### config.mk
export PLATFORM = sky130hd
export DESIGN_NAME = rpa_update
export DESIGN_NICKNAME = d
export VERILOG_FILES = /design/src/rpa_pkg.sv /design/src/rpa_update.sv
export SDC_FILE = /design/constraint.sdc
export NUM_CORES = 1
export LEC_CHECK = 0
export BUFFER_PORTS_ARGS = -buffer_cell sky130_fd_sc_hd__buf_2
export CAP_MARGIN = 20
export CORE_AREA = 2 2 248 250
export DETAILED_ROUTE_END_ITERATION = 7
export DIE_AREA = 0 0 250 252
export PLACE_DENSITY = 0.31
export SYNTH_ARGS = -nofsm -noshare
export SYNTH_HDL_FRONTEND = slang
export SYNTH_SLANG_ARGS = --single-unit
### constraint.sdc
create_clock -name vclk -period 2.5
set_input_delay 0.5 -clock vclk [all_inputs]
set_output_delay 0.5 -clock vclk [all_outputs]
set_load 0.03 [all_outputs]
### src/rpa_pkg.sv
// ----------------------------------------------------------------------------
// rpa_pkg
// Shared types, widths, constants and GF(2^8) helpers for the RAID P/Q/R
// parity accumulator.
// ----------------------------------------------------------------------------
package rpa_pkg;

  // Field widths
  localparam int IdxW  = 9;
  localparam int DataW = 64;
  localparam int CntW  = 2;

  // Default column depth in 64-bit words
  localparam int ColumnWordsDef = 512;

  // Per-byte field constants, polynomial 0x11d
  localparam logic [7:0] BytePoly = 8'h1d;
  localparam int         NumBytes = DataW / 8;

  // Parity count register codes
  typedef enum logic [CntW-1:0] {
    PC_NONE = 2'd0,
    PC_P    = 2'd1,
    PC_PQ   = 2'd2,
    PC_PQR  = 2'd3
  } rpa_pcount_e;

  localparam rpa_pcount_e ParityCountRst = PC_PQR;

  // The three parity words of one entry
  typedef struct packed {
    logic [DataW-1:0] p;
    logic [DataW-1:0] q;
    logic [DataW-1:0] r;
  } rpa_words_t;

  // Control handed to the update logic
  typedef struct packed {
    logic        first_column;
    logic        in_range;
    rpa_pcount_e count;
  } rpa_upd_ctrl_t;

  // Multiply each byte by 2 in GF(2^8)
  function automatic logic [DataW-1:0] gf_times2(input logic [DataW-1:0] v);
    logic [DataW-1:0] res;
    logic [7:0]       b;
    res = '0;
    for (int k = 0; k < NumBytes; k++) begin
      b = v[8*k +: 8];
      res[8*k +: 8] = {b[6:0], 1'b0} ^ (b[7] ? BytePoly : 8'h00);
    end
    return res;
  endfunction

endpackage

### src/rpa_update.sv
// ----------------------------------------------------------------------------
// rpa_update
// Read-modify-write datapath: folds one data word into the stored P, Q and
// R words and forms both the write-back entry and the returned words.
// ----------------------------------------------------------------------------
module rpa_update (
  input  rpa_pkg::rpa_upd_ctrl_t      ctrl_i,
  input  logic [rpa_pkg::DataW-1:0]   data_i,
  input  rpa_pkg::rpa_words_t         stored_i,
  output rpa_pkg::rpa_words_t         store_o,
  output rpa_pkg::rpa_words_t         result_o
);

  logic               use_q;
  logic               use_r;
  rpa_pkg::rpa_words_t old_w;
  rpa_pkg::rpa_words_t new_w;

  // Parity count decode; zero behaves as P only
  always_comb begin
    unique case (ctrl_i.count)
      rpa_pkg::PC_NONE, rpa_pkg::PC_P: begin
        use_q = 1'b0;
        use_r = 1'b0;
      end
      rpa_pkg::PC_PQ: begin
        use_q = 1'b1;
        use_r = 1'b0;
      end
      rpa_pkg::PC_PQR: begin
        use_q = 1'b1;
        use_r = 1'b1;
      end
      default: begin
        use_q = 1'b0;
        use_r = 1'b0;
      end
    endcase
  end

  // Old parity is zero on a first column or outside the column
  always_comb begin
    if (ctrl_i.first_column || !ctrl_i.in_range) begin
      old_w = '0;
    end else begin
      old_w = stored_i;
    end
  end

  // P ^= d, Q = 2Q ^ d, R = 4R ^ d
  always_comb begin
    new_w.p = old_w.p ^ data_i;
    new_w.q = rpa_pkg::gf_times2(old_w.q) ^ data_i;
    new_w.r = rpa_pkg::gf_times2(rpa_pkg::gf_times2(old_w.r)) ^ data_i;
  end

  // Unused syndromes keep their stored word and return zero
  always_comb begin
    store_o.p  = new_w.p;
    store_o.q  = use_q ? new_w.q : stored_i.q;
    store_o.r  = use_r ? new_w.r : stored_i.r;
    result_o.p = new_w.p;
    result_o.q = use_q ? new_w.q : '0;
    result_o.r = use_r ? new_w.r : '0;
  end

endmodule
**Word level (Yosys, flattened, before mapping)**

Cells that the tools add are included.

- Register bits after elaboration: 0
- Bits of input ports: 260
- Output and inout bits: 384
- Word-level logic and storage cells: 67

- Eq/ne operators: 3
- Muxes and demuxes: 31
- Bitwise logic cells: 27
- Reduce and logical (&&, ||, !) cells: 6

Operator list:

| cell | number |
|---|---|
| 64-bit 2-to-1 mux | 4 |
| 192-bit 2-to-1 mux | 1 |
| 64-bit XOR | 3 |
| 8-bit by 5-bit XOR with 8-bit output | 24 |
| 5-bit 2-to-1 mux | 24 |
| 2-bit == test (second input constant) | 2 |
| 1-bit one-hot mux with 2 select lines | 2 |
| 2-bit OR reduction | 2 |
| 3-bit OR reduction | 1 |
| 2-bit by 1-bit == test with 1-bit output (second input constant) | 1 |
| 2-bit logical NOT | 1 |
| 1-bit logical NOT | 1 |
| 1-bit logical OR | 1 |

**Logic depth before layout (Yosys ltp)**

Gate-level depths: netlist of run 1.

- Word-level depth: 9
- Gate-level depth with buffers: 7

**Least setup slack after synthesis of run 1**

No wires, ideal clock.

- Kind: in2out
- From: input ctrl_i[3] (netlist bit)
- To: output store_o[131] (netlist bit)
- Data arrival time: 2.039 ns
- Data required time: 2.000 ns
- Slack: -0.039 ns
- Stages: 7
- Cell sequence: clkbuf_1 nor2b_1 buf_2 buf_2 nand2_1 xnor2_1 buf_4

RTL lines:

| what | RTL line | source |
|---|---|---|
| start, declared | rpa_update.sv:7 | `input rpa_pkg::rpa_upd_ctrl_t ctrl_i,` |
| end, declared | rpa_update.sv:10 | `output rpa_pkg::rpa_words_t store_o,` |

==> results.txt, run 1 <==
During placement, the flow inserted port buffers numbering 644. Buffers added to address setup during post-CTS repair amount to 0. The sort of element at the start of the critical path is a primary input. The sum of routed wire length over all layers came out at between 40,000 and 50,000 µm. In this run the core area contains 90 standard-cell rows. For this run, the top clock speed supported by timing is 406 MHz. The half-perimeter wire length after placement is roughly 36,000 µm. The required time at the endpoint of the critical path came out at 2.00 ns. Detailed routing inserted a total of between 8,000 and 9,000 vias. The sequential cell area came out at 0 µm². The fraction of the mapped netlist area in adder cells is 0%. Summing the sequential cell areas from Yosys gives 0% of the chip area. The global placement routability congestion is 0.803. The combinational family with the most area after synthesis is simple AND/OR/NAND/NOR gates.

After detailed routing, the number of remaining DRC violations is 0. The largest fanout of any net on the critical path is 31. The routed wirelength normalized by instance count is ~18 µm. The count of instances resized after the clock tree is built is 0. The max capacitance violation total is 0. The count of hold buffers inserted by post-cts repair came out at 0. The path class of the tightest hold or removal check is primary input to primary output. The area used by multi-input combinational logic came out at 0.00574 mm².

The proportion of layout cells with a drive suffix above 1 came out at around 50%. The detailed router finished its first iteration with between 400 and 500 violations. The power per cell area came out at between 200 and 300 mW/mm². The critical path in this run is classified as primary input to primary output. The synthesized netlist devotes 35.4% of its cell area to simple gates.

For the finished layout, the period the worst path requires is between 2 and 2.5 ns. The synthesized design spends more area on one cell type than any other, namely xnor2_1. The combined global-route utilization of all metal layers is 11.8%. Counting instances in the post-synthesis netlist gives the leading cell types as 129 x nand2_1, 112 x nor2_1, 104 x xnor2_1.

The number of flip-flops and latches came out at 0. The count of distinct cell types in the synthesized netlist came out at 23. The die is 250 µm wide.

The die covers approximately 0.063 mm². The number of nets in the synthesized netlist is 1,244. The beginning of the worst hold path is data_i[34]. The count of endpoints failing hold in the final timing report came out at 0. The run finished with clean final reports.

The clock buffer instance count of the final layout is 0. The share of the core filled with cells came out at between 15 and 20%. The fraction of the cycle the final worst path needs came out at between 90% and 100%. The mean instance size in the synthesized netlist came out at roughly 6.2 µm². The synthesized netlist devotes about a fifth of its cell area to compound gates. The global-route wire length before repair came out at around 57,000 µm. The endpoint arrival time on the critical path came out at approximately 2 ns. The final count of pins violating max slew is 0. The first-pass iteration count of the detailed router came out at 4. Counting instances, the worst hold path has a depth of 3. The die is approximately 250 µm tall.

The top cell type's share of synthesized area came out at 14.8%. The peak supply drop is a little over 100 µV. Among all cell types in the netlist, the one instantiated most often is nand2_1. The number of endpoints failing setup at the final stage is 0.

The number of inserted diodes came out at 0. Ranked by total cell area, the synthesized netlist is headed by xnor2_1 15%, xor2_1 10%, nand3b_1 8.8%. The remaining antenna violation count is 0. The total overflow left after global routing is 0. STA classifies the critical path endpoint as a primary output. The number of nets in the layout is 1,774.

The post-synth design cell area is 0.00614 mm². The number of top-level pins is approximately 640. Measured against its own limit, the worst slew margin works out to between 60% and 70%. The cell leakage power is between 5 and 6 nW.

The via count normalized by instance count came out at roughly 3.8. The initial core utilization came out at a little over 10%. The number of instances in the synthesized netlist is just under 1,000.

The number of global-route vias before repair is 8,604. The worst hold path terminates at result_o[162]. The total of warnings raised by yosys came out at 0. The core region is ~0.060 mm². The setup TNS came out at 0 ns. The initial antenna violation count came to 0.

Entering global routing, the biggest net connects 88 pins. The transition time at the pin with the least slew margin came out at about 0.45 ns. The area growth from synthesis to layout came out at 70.2%. The multiplexer share of the synthesized area came out at 0%. Setup repair after global routing left no endpoint under its margin. The count of filler cells inserted in the layout came out at 7,039.

The synthesized-area fraction occupied by xor and xnor cells came out at between 30% and 40%.
cell usage in the layout (no fill, tap or decap), drive strengths merged:
| master | count |
|---|---|
| nand3 | 16 |
| or3 | 40 |
| nor2 | 112 |
| nand3b | 72 |
| nor2b | 41 |
| nand2b | 1 |
| buf | 684 |
| or4 | 16 |
| xnor3 | 16 |
| nand2 | 129 |
| xnor2 | 104 |
| a21boi | 24 |
| o211ai | 16 |
| o21ai | 72 |
| a21oi | 56 |
| and2 | 1 |
| a31oi | 40 |
| xor2 | 72 |
per-layer routing:
metal  part of all wire (%)  GRT usage (%)  vias to the layer above
li1                       -              -                     4317
met1                     40           13.8                     4027
met2                     53           23.1                      361
met3                    5.8           1.89                       12
met4                   0.84          0.924                        0
met5                      0              0                        -
cell type report:
class / instances / share of cell area, %
Tap cell: 782 / 9.37
Timing Repair Buffer: 684 / 35.6
Multi-Input combinational cell: 828 / 55.0
power by group:
group	switching, mW	internal (mW)	total (mW)
logic	2.08	0.995	3.07
registers	0	0	0
clock network	0	0	0
logic make-up (layout without fill, tap and decap cells):
family | count (synthesis) | count (layout)
XOR/XNOR | 192 | 192
AND/OR/NAND/NOR | 428 | 428
AO/OA/AOI/OAI | 208 | 208
buffers and inverters | 156 | 684
through the flow:
stage / total power [mW] / std cells / hold WS, ns / area, µm² / setup WS, ns
2_1_floorplan: 2.06 / 984 / 1.14 / 6590 / 0.155
5_1_grt: 3.27 / 2294 / 1.41 / 10400 / 0.000687
3_5_place_dp: 3.10 / 2294 / 1.39 / 10400 / 0.0323
3_3_place_gp: 3.11 / 2294 / 1.39 / 10400 / 0.0275
4_1_cts: 3.11 / 2294 / 1.39 / 10400 / 0.0203
6_report: 3.07 / 2294 / 1.39 / 10400 / 0.0369
worst max-delay path, stage by stage:
cell	delay, ns
buf_2	0.13
nand2b_4	0.16
buf_12	0.16
buf_12	0.16
or4_1	0.52
nand2_1	0.09
buf_2	0.20
worst max-delay path by stage:
stage / from / endpoint / slack, ns
finish: ctrl_i[3] / result_o[60] / 0.04
global route: ctrl_i[3] / store_o[44] / 0.0007
CTS: ctrl_i[3] / store_o[51] / 0.02
detailed placement: ctrl_i[3] / store_o[51] / 0.03
global placement: ctrl_i[3] / store_o[51] / 0.03
floorplan: ctrl_i[3] / store_o[116] / 0.16
Power figures use the tool's default switching activity.
==> inputs of run 2 (changes only) <==
CELL_PAD_IN_SITES_DETAIL_PLACEMENT = 0   (was unset)
CELL_PAD_IN_SITES_GLOBAL_PLACEMENT = 1   (was unset)
CORE_AREA = 2 2 253 255   (was 2 2 248 250)
DIE_AREA = 0 0 255 257   (was 0 0 250 252)
PLACE_DENSITY = 0.43   (was 0.31)
==> run 2 against run 1 <==
Flip-flop and latch count is the same. Final cell count increased by 2.9%. Highest routed layer is now met5. First-iteration DRC count down 21%. Wire length grew 5.1%.
==> results.txt, run 2 (synthesized netlist as in run 1, its figures left out) <==
The cell area after layout came out at 0.0106 mm² (was 0.0104 mm²). The sequential cell area was 0 µm² (unchanged). The area growth from synthesis to layout is 72.2% (was 70.2%).

Run status: finished, final reports clean (unchanged). The global placement routability congestion is 0.798 (was 0.803). The final count of pins violating max slew came out at 0 (unchanged). The number of setup buffers added after CTS came to 0 (unchanged). The endpoint arrival time on the critical path is 1.96 ns (about the same).

The count of input and output buffers came to 644 (unchanged). The minimum period implied by the final worst setup slack is 2.46 ns (about the same). The final instance count without filler cells is 2,361 (was 2,294). The peak supply drop came out at 118 µV (was 103 µV). The power consumption came out at 3.10 mW (was 3.07 mW).

The cell count of the worst hold path came to 3 (unchanged). The max capacitance violation total is 0 (unchanged). The half-perimeter wire length after placement is 37,000 µm (was 35,500 µm). The largest net degree at the start of global routing is 99 (was 88). The total vias in the final route is 8,955 (was 8,717). The endpoint class of the critical path is a primary output (unchanged). The sum of routed wire length over all layers is 42,600 µm (was 40,500 µm).

The number of endpoints failing setup at the final stage is 0 (unchanged). The via count normalized by instance count came out at 3.79 (was 3.80). The total global routing overflow is 0 (unchanged). The residual DRC count is 0 (unchanged).

The type of the worst setup path is primary input to primary output (unchanged). The clock buffer instance count of the final layout came out at 0 (unchanged). The global-route wire length before repair is 60,100 µm (was 57,300 µm). The upper clock frequency limit is 407 MHz (was 406 MHz).

Unrepaired setup endpoints after global routing: yes (was no). The number of flip-flops and latches came out at 0 (unchanged). The number of global-route vias before repair came out at 8,901 (was 8,604). The initial antenna violation count is 5 (was 0). The transition time at the pin with the least slew margin is 0.474 ns (was 0.454 ns). The leading cell type in the layout, fill and taps excluded is buf_2 (unchanged).

The count of endpoints failing hold in the final timing report came to 0 (unchanged). The routed wirelength normalized by instance count came to 18.0 µm (was 17.7 µm). The sort of element at the start of the critical path is a primary input (unchanged).

The number of nets in the layout is 1,776 (was 1,774). The cell leakage power came out at 5.24 nW (was 5.22 nW). The worst relative slew slack was 68.4% (was 69.7%).

The die area was 0.0655 mm² (was 0.0630 mm²). The cell row count came out at 92 (was 90). The placeable core area is 0.0627 mm² (was 0.0601 mm²). The count of filler cells inserted in the layout came out at 7,354 (was 7,039). The combined global-route utilization of all metal layers came out at 12.1% (was 11.8%). The power per cell area is 294 mW/mm² (about the same).

The fraction of the cycle the final worst path needs is 98.3% (was 98.5%). The die extent in x came out at 255 µm (was 250 µm). The cell area after placement is 0.0105 mm² (was 0.0104 mm²). Highest-count cells in the layout ignoring fill and taps: 626 x buf_2, 128 x nand2_1, 112 x nor2_1 (was 636 x buf_2, 128 x nand2_1, 112 x nor2_1).

The largest fanout of any net on the critical path is 48 (was 31). The remaining antenna violation count came out at 0 (unchanged). The initial core utilization was 9.78% (was 10.2%). The class of the tightest hold or removal check was primary input to primary output (unchanged).

The required time at the endpoint of the critical path came out at 2.00 ns (about the same). The die height came to 257 µm (was 252 µm). The worst hold slack across all endpoints came out at 1.39 ns (about the same). The number of instances in the placed design is 2,360 (was 2,294). The DRC violation total after the first TritonRoute iteration came out at 318 (was 403). The first-pass iteration count of the detailed router is 4 (unchanged). The proportion of layout cells with a drive suffix above 1 came to 49.9% (was 49.6%).

The number of top-level pins is 644 (unchanged).
## run 2: cell types whose count changed in the layout (fill, tap and decap cells not counted), moves of 2 or more
cell,previous run,this run
buf_2,636,626
buf_12,14,12
a21boi_2,0,2
clkbuf_4,0,6
a21boi_1,24,22
buf_4,33,40
## run 2: per-layer routing
| metal | vias to the layer above | wire length [µm] | global-route usage (%) |
|---|---|---|---|
| li1 | 4327 | - | - |
| met1 | 4230 | 17200 | 14.1 |
| met2 | 371 | 22100 | 23.2 |
| met3 | 23 | 2610 | 1.80 |
| met4 | 4 | 586 | 1.54 |
| met5 | - | 27 | 0 |
## run 2: worst max-delay path: stages
cell	delay, ns
buf_2	0.15
nand2b_4	0.18
buf_12	0.17
buf_4	0.17
or3_1	0.38
a31oi_1	0.18
buf_4	0.18
## run 2: layout make-up
class	count	area (µm²)	share of cell area (%)
tap	846	1060	10.0
multi-input combinational	828	5760	54.5
timing repair buffer	686	3740	35.4
antenna	1	2.50	0.0237
## run 2: timing repair
item | 4_1_cts | 5_1_grt
pin swaps | 0 | 3
resized for setup | 2 | 30
setup endpoints to repair | 2 | 17
hold buffers | 0 | 0
## run 2: metrics by stage
stage          utilization, %  setup slack, ns  setup TNS, ns
6_report                 16.8           0.0434              0
3_3_place_gp             16.7          -0.0444        -0.0536
3_5_place_dp             16.7          -0.0281        -0.0520
5_1_grt                  16.8          -0.0389         -0.111
4_1_cts                  16.7           0.0109              0
2_1_floorplan               -            0.155              0
## run 2: report_power, final
part	internal [mW]	switching [mW]	leakage, nW
logic	0.999	2.10	5.24
registers	0	0	0
clock network	0.0000000536	0	0.00000634
total	0.999	2.10	5.24
## run 2: worst paths after layout
check,from,endpoint,slack (ns)
worst min-delay path,data_i[37],result_o[165],1.39
worst max-delay path,ctrl_i[3],store_o[108],0.04
